$ cat config.mk
export PLATFORM = sky130hd
export DESIGN_NAME = config_line_tokenizer
export DESIGN_NICKNAME = d
export VERILOG_FILES = /design/src/design/ctok_pkg.sv /design/src/design/config_line_tokenizer.sv /design/src/design/ctok_front.sv /design/src/design/ctok_queue.sv /design/src/design/ctok_back.sv
export SDC_FILE = /design/constraint.sdc
export NUM_CORES = 1
export LEC_CHECK = 0
export BUFFER_PORTS_ARGS = -buffer_cell sky130_fd_sc_hd__buf_2
export CAP_MARGIN = 15
export CORE_MARGIN = 5
export CORE_UTILIZATION = 57
export CTS_BUF_LIST = sky130_fd_sc_hd__clkbuf_4 sky130_fd_sc_hd__clkbuf_8 sky130_fd_sc_hd__clkbuf_16
export CTS_CLUSTER_DIAMETER = 40
export DETAILED_ROUTE_END_ITERATION = 10
export PLACE_DENSITY = 0.83
export SLEW_MARGIN = 20
export SYNTH_ARGS = -nofsm -noshare
export SYNTH_HDL_FRONTEND = slang
export SYNTH_SLANG_ARGS = --single-unit
$ cat constraint.sdc
create_clock -name clk -period 9.1 [get_ports clk]
set_input_delay 0.455 -clock clk [delete_from_list [all_inputs] [get_ports clk]]
set_output_delay 0.455 -clock clk [all_outputs]
set_load 0.01 [all_outputs]
$ cat src/design/ctok_pkg.sv
// Shared types and constants of the configuration line tokenizer.
`default_nettype none

package ctok_pkg;

  // Field widths of the input and result words.
  localparam int CHAR_W  = 8;
  localparam int KIND_W  = 2;
  localparam int COUNT_W = 7;
  localparam int STAT_W  = 3;

  // Defaults for the top-level parameters, the register reset value and the count saturation value.
  localparam int MAX_TOKEN_LEN_DEF = 256;
  localparam int QUEUE_DEPTH_DEF   = 4;
  localparam logic [COUNT_W-1:0] MAX_TOKENS_RST = 7'd16;
  localparam logic [COUNT_W-1:0] COUNT_SAT      = 7'd127;

  // Characters with a special meaning.
  localparam logic [CHAR_W-1:0] CH_NUL   = 8'h00;
  localparam logic [CHAR_W-1:0] CH_BSL   = 8'h5C;
  localparam logic [CHAR_W-1:0] CH_DQ    = 8'h22;
  localparam logic [CHAR_W-1:0] CH_SQ    = 8'h27;
  localparam logic [CHAR_W-1:0] CH_SEMI  = 8'h3B;
  localparam logic [CHAR_W-1:0] CH_HASH  = 8'h23;
  localparam logic [CHAR_W-1:0] CH_SPACE = 8'h20;
  localparam logic [CHAR_W-1:0] CH_TAB   = 8'h09;
  localparam logic [CHAR_W-1:0] CH_CR    = 8'h0D;

  // Parser position within the line.
  typedef enum logic [1:0] {
    MODE_INIT = 2'd0,
    MODE_DQ   = 2'd1,
    MODE_UQ   = 2'd2,
    MODE_SQ   = 2'd3
  } mode_t;

  // Kind of a result word.
  typedef enum logic [KIND_W-1:0] {
    KIND_CHAR = 2'd0,
    KIND_END  = 2'd1,
    KIND_LINE = 2'd2
  } kind_t;

  // Line status reported with a line-done word.
  typedef enum logic [STAT_W-1:0] {
    ST_OK        = 3'd0,
    ST_OPEN_DQ   = 3'd1,
    ST_OPEN_SQ   = 3'd2,
    ST_BAD_ESC   = 3'd3,
    ST_TOO_LONG  = 3'd4,
    ST_TRAIL_ESC = 3'd5
  } status_t;

  // A classified character as it travels from the front to the back.
  typedef struct packed {
    logic [CHAR_W-1:0] ch;
    logic              is_zero;
    logic              is_ws;
    logic              is_bsl;
    logic              is_dq;
    logic              is_sq;
    logic              is_cmt;
  } char_word_t;

endpackage

`default_nettype wire

$ cat src/design/config_line_tokenizer.sv
// Top level of the configuration line tokenizer.
// Splits text lines, one character per word, into shell-style tokens and
// emits token characters, token ends and one line-done word per line. It
// takes one character per clock cycle as long as results are drained; a
// character passes through the classifier queue and then the parser's
// output register on its way to the result ports. The queue (QUEUE_DEPTH
// words) lets the input keep flowing while the result side is stalled.
// The user must write max_tokens through cfg_wr_en/cfg_wr_data only while
// the block is idle; the block itself does not enforce this.
`default_nettype none

module config_line_tokenizer #(
  parameter int MAX_TOKEN_LEN = ctok_pkg::MAX_TOKEN_LEN_DEF,
  parameter int QUEUE_DEPTH   = ctok_pkg::QUEUE_DEPTH_DEF
) (
  input  wire logic                               clk,
  input  wire logic                               rst_n,
  input  wire logic                               cfg_wr_en,
  input  wire logic [ctok_pkg::COUNT_W-1:0]       cfg_wr_data,
  input  wire logic                               push,
  output logic                                    full,
  input  wire logic [ctok_pkg::CHAR_W-1:0]        in_ch,
  output logic                                    empty,
  input  wire logic                               pop,
  output logic [ctok_pkg::KIND_W-1:0]             out_kind,
  output logic [ctok_pkg::CHAR_W-1:0]             out_token_char,
  output logic [ctok_pkg::COUNT_W-1:0]            out_token_count,
  output logic [ctok_pkg::STAT_W-1:0]             out_status
);

  logic [ctok_pkg::COUNT_W-1:0] max_tokens_r;
  ctok_pkg::char_word_t         in_word;
  ctok_pkg::char_word_t         q_word;
  logic                         q_valid;
  logic                         q_rd;

  // Token limit register.
  always_ff @(posedge clk) begin
    if (!rst_n) begin
      max_tokens_r <= ctok_pkg::MAX_TOKENS_RST;
    end else if (cfg_wr_en) begin
      max_tokens_r <= cfg_wr_data;
    end
  end

  ctok_front u_front (
    .ch   (in_ch),
    .word (in_word)
  );

  ctok_queue #(
    .DEPTH (QUEUE_DEPTH)
  ) u_queue (
    .clk      (clk),
    .rst_n    (rst_n),
    .wr_en    (push),
    .wr_data  (in_word),
    .full     (full),
    .rd_en    (q_rd),
    .rd_data  (q_word),
    .rd_valid (q_valid)
  );

  ctok_back #(
    .MAX_TOKEN_LEN (MAX_TOKEN_LEN)
  ) u_back (
    .clk             (clk),
    .rst_n           (rst_n),
    .max_tokens      (max_tokens_r),
    .q_valid         (q_valid),
    .q_word          (q_word),
    .q_rd            (q_rd),
    .empty           (empty),
    .pop             (pop),
    .out_kind        (out_kind),
    .out_token_char  (out_token_char),
    .out_token_count (out_token_count),
    .out_status      (out_status)
  );

endmodule

`default_nettype wire

$ cat src/design/ctok_front.sv
// Front end: classifies each accepted character for the parser.
`default_nettype none

module ctok_front (
  input  wire logic [ctok_pkg::CHAR_W-1:0] ch,
  output ctok_pkg::char_word_t             word
);

  // Character class flags; byte 0 counts as whitespace.
  always_comb begin
    word.ch      = ch;
    word.is_zero = (ch == ctok_pkg::CH_NUL);
    word.is_ws   = (ch == ctok_pkg::CH_NUL) || (ch == ctok_pkg::CH_SPACE) ||
                   ((ch >= ctok_pkg::CH_TAB) && (ch <= ctok_pkg::CH_CR));
    word.is_bsl  = (ch == ctok_pkg::CH_BSL);
    word.is_dq   = (ch == ctok_pkg::CH_DQ);
    word.is_sq   = (ch == ctok_pkg::CH_SQ);
    word.is_cmt  = (ch == ctok_pkg::CH_SEMI) || (ch == ctok_pkg::CH_HASH);
  end

endmodule

`default_nettype wire

$ cat src/design/ctok_queue.sv
// Short queue of classified characters between the front and the parser.
`default_nettype none

module ctok_queue #(
  parameter int DEPTH = ctok_pkg::QUEUE_DEPTH_DEF
) (
  input  wire logic                 clk,
  input  wire logic                 rst_n,
  input  wire logic                 wr_en,
  input  wire ctok_pkg::char_word_t wr_data,
  output logic                      full,
  input  wire logic                 rd_en,
  output ctok_pkg::char_word_t      rd_data,
  output logic                      rd_valid
);

  localparam int PTR_W = (DEPTH > 1) ? $clog2(DEPTH) : 1;
  localparam int CNT_W = $clog2(DEPTH + 1);

  ctok_pkg::char_word_t mem [DEPTH];
  logic [PTR_W-1:0] wr_ptr_r, wr_ptr_nxt;
  logic [PTR_W-1:0] rd_ptr_r, rd_ptr_nxt;
  logic [CNT_W-1:0] count_r, count_nxt;
  logic             do_wr, do_rd;

  assign full     = (count_r == CNT_W'(DEPTH));
  assign rd_valid = (count_r != '0);
  assign do_wr    = wr_en && !full;
  assign do_rd    = rd_en && rd_valid;
  assign rd_data  = mem[rd_ptr_r];

  // Pointer wrap and fill level.
  always_comb begin
    wr_ptr_nxt = wr_ptr_r;
    rd_ptr_nxt = rd_ptr_r;
    count_nxt  = count_r;
    if (do_wr) begin
      wr_ptr_nxt = (wr_ptr_r == PTR_W'(DEPTH - 1)) ? '0 : wr_ptr_r + PTR_W'(1);
    end
    if (do_rd) begin
      rd_ptr_nxt = (rd_ptr_r == PTR_W'(DEPTH - 1)) ? '0 : rd_ptr_r + PTR_W'(1);
    end
    if (do_wr && !do_rd) begin
      count_nxt = count_r + CNT_W'(1);
    end else if (do_rd && !do_wr) begin
      count_nxt = count_r - CNT_W'(1);
    end
  end

  always_ff @(posedge clk) begin
    if (!rst_n) begin
      wr_ptr_r <= '0;
      rd_ptr_r <= '0;
      count_r  <= '0;
    end else begin
      wr_ptr_r <= wr_ptr_nxt;
      rd_ptr_r <= rd_ptr_nxt;
      count_r  <= count_nxt;
    end
  end

  // Storage needs no reset.
  always_ff @(posedge clk) begin
    if (do_wr) begin
      mem[wr_ptr_r] <= wr_data;
    end
  end

endmodule

`default_nettype wire

$ cat src/design/ctok_back.sv
// Back end: the tokenizer state machine and the result output register.
`default_nettype none

module ctok_back #(
  parameter int MAX_TOKEN_LEN = ctok_pkg::MAX_TOKEN_LEN_DEF
) (
  input  wire logic                               clk,
  input  wire logic                               rst_n,
  input  wire logic [ctok_pkg::COUNT_W-1:0]       max_tokens,
  input  wire logic                               q_valid,
  input  wire ctok_pkg::char_word_t               q_word,
  output logic                                    q_rd,
  output logic                                    empty,
  input  wire logic                               pop,
  output logic [ctok_pkg::KIND_W-1:0]             out_kind,
  output logic [ctok_pkg::CHAR_W-1:0]             out_token_char,
  output logic [ctok_pkg::COUNT_W-1:0]            out_token_count,
  output logic [ctok_pkg::STAT_W-1:0]             out_status
);

  localparam int LEN_W = $clog2(MAX_TOKEN_LEN + 1);

  // Parser state.
  ctok_pkg::mode_t               mode_r, mode_nxt;
  logic                          esc_r, esc_nxt;
  logic [LEN_W-1:0]              len_r, len_nxt;
  logic [ctok_pkg::COUNT_W-1:0]  cnt_r, cnt_nxt;
  logic                          skip_r, skip_nxt;

  // Output register.
  logic                          ov_r, ov_nxt;
  ctok_pkg::kind_t               okind_r, okind_nxt;
  logic [ctok_pkg::CHAR_W-1:0]   ochar_r, ochar_nxt;
  logic [ctok_pkg::COUNT_W-1:0]  ocnt_r, ocnt_nxt;
  ctok_pkg::status_t             ost_r, ost_nxt;

  // Decode of the current character.
  logic                          fire;
  logic                          parse;
  ctok_pkg::mode_t               mode_sw;
  logic                          done;
  logic                          emit;
  logic                          cmt;
  logic                          line_end;
  ctok_pkg::status_t             line_st;
  logic [ctok_pkg::COUNT_W-1:0]  cnt_inc;
  logic [ctok_pkg::COUNT_W-1:0]  limit;

  // A character is taken from the queue when the output register is free or being emptied.
  assign fire  = q_valid && (!ov_r || pop);
  assign q_rd  = fire;
  assign empty = !ov_r;
  assign limit = (max_tokens == '0) ? ctok_pkg::COUNT_W'(1) : max_tokens;

  // Classify the character against the current mode and find a line end.
  always_comb begin
    parse    = 1'b0;
    mode_sw  = mode_r;
    done     = 1'b0;
    emit     = 1'b0;
    cmt      = 1'b0;
    line_end = 1'b0;
    line_st  = ctok_pkg::ST_OK;
    if (!skip_r && !(!esc_r && q_word.is_bsl && (mode_r != ctok_pkg::MODE_SQ))) begin
      parse = 1'b1;
      case (mode_r)
        ctok_pkg::MODE_INIT: begin
          if (!q_word.is_ws) begin
            if (q_word.is_cmt) begin
              cmt = 1'b1;
            end else if (!esc_r && q_word.is_dq) begin
              mode_sw = ctok_pkg::MODE_DQ;
            end else if (!esc_r && q_word.is_sq) begin
              mode_sw = ctok_pkg::MODE_SQ;
            end else begin
              emit    = 1'b1;
              mode_sw = ctok_pkg::MODE_UQ;
            end
          end
        end
        ctok_pkg::MODE_UQ: begin
          if (!esc_r && q_word.is_ws) begin
            done = 1'b1;
          end else begin
            emit = !q_word.is_zero;
          end
        end
        ctok_pkg::MODE_DQ: begin
          if (!esc_r && q_word.is_dq) begin
            done = 1'b1;
          end else begin
            emit = !q_word.is_zero;
          end
        end
        ctok_pkg::MODE_SQ: begin
          if (q_word.is_sq) begin
            done = 1'b1;
          end else begin
            emit = !q_word.is_zero;
          end
        end
        default: begin
          mode_sw = ctok_pkg::MODE_INIT;
        end
      endcase
      if (done) begin
        mode_sw = ctok_pkg::MODE_INIT;
      end
    end

    cnt_inc = (done && (cnt_r != ctok_pkg::COUNT_SAT)) ?
              cnt_r + ctok_pkg::COUNT_W'(1) : cnt_r;

    // Line-ending causes in priority order.
    if (parse) begin
      if (cmt) begin
        line_end = 1'b1;
      end else if (esc_r && emit && !(q_word.is_bsl || q_word.is_dq || q_word.is_ws)) begin
        line_end = 1'b1;
        line_st  = ctok_pkg::ST_BAD_ESC;
      end else if (emit && (len_r >= LEN_W'(MAX_TOKEN_LEN))) begin
        line_end = 1'b1;
        line_st  = ctok_pkg::ST_TOO_LONG;
      end else if (done && (cnt_inc >= limit)) begin
        line_end = 1'b1;
      end else if (q_word.is_zero) begin
        line_end = 1'b1;
        case (mode_sw)
          ctok_pkg::MODE_DQ: line_st = ctok_pkg::ST_OPEN_DQ;
          ctok_pkg::MODE_SQ: line_st = ctok_pkg::ST_OPEN_SQ;
          ctok_pkg::MODE_UQ: line_st = ctok_pkg::ST_TRAIL_ESC;
          default:           line_st = ctok_pkg::ST_OK;
        endcase
      end
    end
  end

  // Next parser state.
  always_comb begin
    mode_nxt = mode_r;
    esc_nxt  = esc_r;
    len_nxt  = len_r;
    cnt_nxt  = cnt_r;
    skip_nxt = skip_r;
    if (fire) begin
      if (skip_r) begin
        if (q_word.is_zero) begin
          skip_nxt = 1'b0;
        end
      end else if (!parse) begin
        esc_nxt = 1'b1;
      end else if (line_end) begin
        mode_nxt = ctok_pkg::MODE_INIT;
        esc_nxt  = 1'b0;
        len_nxt  = '0;
        cnt_nxt  = '0;
        skip_nxt = !q_word.is_zero;
      end else begin
        esc_nxt  = 1'b0;
        mode_nxt = mode_sw;
        cnt_nxt  = cnt_inc;
        if (done) begin
          len_nxt = '0;
        end else if (emit) begin
          len_nxt = len_r + LEN_W'(1);
        end
      end
    end
  end

  // Result word into the output register.
  always_comb begin
    ov_nxt    = ov_r;
    okind_nxt = okind_r;
    ochar_nxt = ochar_r;
    ocnt_nxt  = ocnt_r;
    ost_nxt   = ost_r;
    if (pop && ov_r) begin
      ov_nxt = 1'b0;
    end
    if (fire && parse) begin
      ochar_nxt = '0;
      ocnt_nxt  = '0;
      ost_nxt   = ctok_pkg::ST_OK;
      if (line_end) begin
        ov_nxt    = 1'b1;
        okind_nxt = ctok_pkg::KIND_LINE;
        ocnt_nxt  = (line_st == ctok_pkg::ST_OK) ? cnt_inc : '0;
        ost_nxt   = line_st;
      end else if (done) begin
        ov_nxt    = 1'b1;
        okind_nxt = ctok_pkg::KIND_END;
      end else if (emit) begin
        ov_nxt    = 1'b1;
        okind_nxt = ctok_pkg::KIND_CHAR;
        ochar_nxt = q_word.ch;
      end
    end
  end

  always_ff @(posedge clk) begin
    if (!rst_n) begin
      mode_r <= ctok_pkg::MODE_INIT;
      esc_r  <= 1'b0;
      len_r  <= '0;
      cnt_r  <= '0;
      skip_r <= 1'b0;
      ov_r   <= 1'b0;
    end else begin
      mode_r <= mode_nxt;
      esc_r  <= esc_nxt;
      len_r  <= len_nxt;
      cnt_r  <= cnt_nxt;
      skip_r <= skip_nxt;
      ov_r   <= ov_nxt;
    end
  end

  // Result payload needs no reset.
  always_ff @(posedge clk) begin
    okind_r <= okind_nxt;
    ochar_r <= ochar_nxt;
    ocnt_r  <= ocnt_nxt;
    ost_r   <= ost_nxt;
  end

  assign out_kind        = okind_r;
  assign out_token_char  = ochar_r;
  assign out_token_count = ocnt_r;
  assign out_status      = ost_r;

endmodule

`default_nettype wire
== Word-level counts from Yosys, hierarchy flattened ==
Memories as Yosys holds them, arrays and structs flattened. A register that Yosys moved wholly into a read port is not among the register bits.
Index checks and enable logic that the tools add are counted.
Storage, ports and cells
  flip-flop bits (word level): 55
  memories kept: 1
  RAM bits: 56
  input port bits: 20
  logic and storage cells: 158
Memories
  u_queue.mem: depth 4, bits a word 14, rd ports 1, clocked after memory_dff 1, write ports 1, RTL line ctok_queue.sv:20  | ctok_pkg::char_word_t mem [DEPTH];
Operators by class
  muxes and demuxes: 67
  reduce and logical (&&, ||, !) cells: 47
  equal/unequal tests: 17
  order comparisons: 4
  $add $sub $neg: 6
  bitwise gates (word level): 2
Operators with widths (count)
  equality test 8 x 6 -> 1 bit, second input constant: 5
  two-way mux 1 bit: 37
  two-way mux 9 bit: 3
  two-way mux 2 bit: 13
  two-way mux 3 bit: 8
  two-way mux 7 bit: 3
  logical AND 1 bit: 19
  equality test 2 bit, second input constant: 6
  adder 9 x 1 -> 9 bit, second input constant: 1
  greater-or-equal comparator 9 bit, second input constant: 1
  logical NOT 1 bit: 9
  case mux 3 bit (3 select lines): 1
  equality test 8 x 7 -> 1 bit, second input constant: 1
  greater-or-equal comparator 8 x 4 -> 1 bit, second input constant: 1
  less-or-equal comparator 8 x 4 -> 1 bit, second input constant: 1
  logical NOT 8 bit: 1
  adder 7 x 1 -> 7 bit, second input constant: 1
  greater-or-equal comparator 7 bit: 1
  logical NOT 7 bit: 1
  != test 7 bit, second input constant: 1
  logical OR 1 bit: 6
  AND reduction 2 bit: 3
  nonzero test 3 bit: 2
  adder 2 x 1 -> 2 bit, second input constant: 2
  14 further kinds: 16

== Depth between registers and ports, before layout ==
  depth in word-level cells: 19
  mapped depth: 17
  gate-level depth less buffers: 16

== By module ==
Synthesis repeated with hierarchy kept, for this count alone.
Unflattened totals
  cells, all modules: 443
  area total of the unflattened synthesis: 5526.6 sq um
By module, submodules not included
  ctok_back: sequential area each 1021.0 sq um, instances 1, cells an instance 270, area an instance 2548.7 sq um
  ctok_queue: sequential area each 1861.8 sq um, instances 1, cells an instance 124, area an instance 2523.7 sq um
  config_line_tokenizer: sequential area each 140.1 sq um, instances 1, cells an instance 22, area an instance 262.8 sq um
  ctok_front: sequential area each 0.0 sq um, instances 1, cells an instance 27, area an instance 191.4 sq um

== Worst setup path after synthesis ==
OpenSTA, ideal clock, no wires.
  kind: reg2reg
  from: reg (tool-made name)
  to: reg u_back.ocnt_r (netlist bit u_back.out_token_count[1]) (data pin)
  library setup time: 281 ps
  path slack: 5083 ps
  data arrival time: 3737 ps
  period minus slack after synthesis: 4017 ps
  data required time: 8819 ps
  cell stages (with the launch flop): 16
  cells stage by stage: dfxtp_1 > buf_6 > buf_6 > mux4_2 > a21o_1 > nor4_4 > nand2b_1 > and2_1 > ha_1 > nand2b_1 > a21o_1 > a211oi_1 > o21a_1 > nor2_1 > o41ai_2 > nor3_1
RTL lines
  end signal: assignment: RTL line ctok_back.sv:223  | ocnt_r <= ocnt_nxt;
  end: declaration: RTL line ctok_back.sv:34  | logic [ctok_pkg::COUNT_W-1:0] ocnt_r, ocnt_nxt;

==> results_dict.tcl <==
set metrics [dict create \
    routed_wl_um 10800 \
    die_y_um 106 \
    drt_iter0_drc 283 \
    status "completed" \
    clock-sinks 113 \
    r2r_slack_ns 4.08 \
    clock_path_buffers 2 \
    cts-buffers-inserted 17 \
    slew_violations 0 \
    p_leak_nw 2.27 \
    finalSetupTns_ns 0 \
    fin_crit_ns 5.02 \
    synthArstFlopShare_pct 0 \
    synthFlopType "edfxtp_1" \
    setup_viol 0 \
    post_synth_mux_area_share_pct 8.37 \
    cts_tree "done" \
    synth_top_area_share_pct 43.8 \
    crit_chain "mux4_2 > a21o_1 > nor4_4 > nand2b_1 > and2_1 > ha_1 > nand2b_1 > a21o_1 > a211oi_1 > o21a_1 > nor2_1 > o41ai_2 > nor3_1" \
    fin_nets 485 \
    dp_hpwl_um 6860 \
    grt_setup_unrepaired "no" \
    synth_edf_count 76 \
    slew_headroom_pct 37.3 \
    peakVddDrop_v 0.000191 \
    clock-root-buffer "clkbuf_8" \
    vias_per_cell 6.21 \
    cts.clk_slew.worst_paths_ns 0.05 \
    synth_top_family_by_area "simple AND/OR/NAND/NOR gates" \
    area_growth_pct 17.0 \
    tightest_slew_ns 0.939 \
    worstSetupPathType "reg -> reg" \
    io_buffers 41 \
    synthAdderAreaFrac_pct 4.46 \
    min_path_cells 3 \
    yosysSeqAreaShare_pct 58.0 \
    cp-end-kind "flip-flop" \
    ctsHoldBuffers 0 \
    row_count 35 \
    path_buf_inv 0 \
    syn_inst 398 \
    grt_max_degree 30 \
    vias 3547 \
    cp_top_family "compound AO/OA/AOI/OAI gates" \
    cts_setup_buffers 0 \
    initial_core_util_pct 57.5 \
    drv_cap 0 \
    drive_above_1_share_pct 22.4 \
    synth_top_cells_by_area "edfxtp_1, dfxtp_1, mux4_2" \
    die-area_um2 11200 \
    clk_latency_ns 0.52 \
    slowest_stage "dfxtp_1" \
    syn_nets 436 \
    path_max_fanout 14 \
    hold_path_class "in -> reg" \
    drc 0 \
    track_usage_pct 20.3 \
    die_w_um 106 \
    yosys.area_share.simple_pct 14.5 \
    synth_warnings 0 \
    diodes 0 \
    cp.required_ns 9.34 \
    reg2reg_depth 13 \
    io_pins 42 \
    grt_pass1_wl_um 17600 \
    gp_congestion 0.839 \
    syn_area_um2 5220 \
    pre_cts_slack_ns 4.20 \
    layout_setup_ws_ns 4.08 \
    cp.arrival_ns 5.26 \
    post-route-period-util_pct 55.1 \
    postSynthAreaPerCell_um2 13.1 \
    finalHoldViolCount 0 \
    ys_ff_latch 113 \
    fmax_mhz 199 \
    globalRouteOverflowTotal 0 \
    core_area_um2 9060 \
    first_global_vias 3475 \
    fin_worst_skew_ns 0.00666 \
    antenna_found_initial 0 \
    wl_per_cell_um 18.9 \
    cp-start-kind "flip-flop" \
    synth-compound-area-share_pct 10.6 \
    slowest_delay_ns 0.94 \
    antenna_left 0 \
    htreeDepth 4 \
    cp.depth 13 \
    synth.largest_area_cell "edfxtp_1" \
    synth_cell_type_count 70 \
    synthXorXnorAreaFrac_pct 1.46 \
    synth_common_cells "edfxtp_1, dfxtp_1, nand2_1" \
    cts_resized 0 \
    drt_pass1_iterations 6 \
    power_density_nw_per_um2 316 \
    yosysMostFrequentCell "edfxtp_1" \
]
-- layer usage --
layer / vias up / GRT usage (%) / wire length, µm
li1: 1629 / - / -
met1: 1721 / 25.8 / 4430
met2: 172 / 33.0 / 5350
met5: - / 0 / 0
met4: 0 / 8.60 / 203
met3: 25 / 5.02 / 825
-- cell usage in the layout, fill, tap and decap left out, types with 11 or more instances in the layout --
cell type / synthesis / layout
a21oi_1: 13 / 13
buf_2: 1 / 41
clkbuf_16: 0 / 16
dfxtp_1: 37 / 37
edfxtp_1: 76 / 76
ha_1: 17 / 17
inv_1: 20 / 20
mux2i_1: 11 / 11
mux4_2: 14 / 14
nand2_1: 30 / 30
nor2_1: 13 / 13
nor2b_1: 22 / 22
nor3_1: 13 / 13
-- state kept, by name (all words and copies together) (netlist names), named ones only --
register / cells
max_tokens_r: 7
u_queue.count_r: 3
u_back.ov_r: 1
u_back.mode_r: 2
u_queue.rd_ptr_r: 2
u_back.out_token_char: 8
u_back.out_status: 3
u_back.len_r: 9
u_back.skip_r: 1
u_queue.mem: 56
u_back.esc_r: 1
u_back.cnt_r: 7
u_back.out_token_count: 7
u_queue.wr_ptr_r: 2
u_back.out_kind: 2
-- power breakdown --
group / internal (mW) / switching, mW
Clock: 0.445 / 0.220
Combinational: 0.206 / 0.341
Sequential: 0.660 / 0.0601
-- worst paths after layout --
check	from	endpoint
worst max register to register	flip-flop	u_back.out_token_count[2]
worst min register to register	u_back.len_r[7]	u_back.len_r[7]
worst max-delay path	flip-flop	u_back.out_token_count[2]
worst min-delay path	cfg_wr_data[4]	max_tokens_r[4]
-- cell type report --
type	instances	area (µm²)
multi-input combinational	252	2050
sequential	113	3020
clock inverter	13	168
inverter	21	78.8
timing repair buffer	42	213
clock buffer	19	429
fill	593	2960
tap	111	139
-- cell families after synthesis --
family | Yosys count
mux | 26
flops | 113
xor+xnor | 7
compound gates | 71
buf+inv | 33
simple gates | 130
fa+ha+maj | 18
-- stage by stage --
| step | power (mW) | hold slack [ns] | cell area (µm²) | std cells | util (%) |
|---|---|---|---|---|---|
| after floorplan | 1.11 | 0.440 | 5220 | 398 | - |
| after global placement | 1.24 | 0.451 | 5510 | 539 | 60.7 |
| after detailed placement | 1.26 | 0.472 | 5510 | 539 | 60.7 |
| after CTS | 1.94 | 0.152 | 6100 | 571 | 67.3 |
| after global routing | 2.02 | 0.167 | 6100 | 571 | 67.3 |
| final | 1.93 | 0.168 | 6100 | 571 | 67.3 |
-- worst min-delay path, delay by kind of cell --
kind	cells	cell delay [ns]
AND/OR/NAND/NOR	1	0.05
AO/OA/AOI/OAI	1	0.07
buffers and inverters	1	0.08
Note: power is estimated with default switching activity, not from simulation.
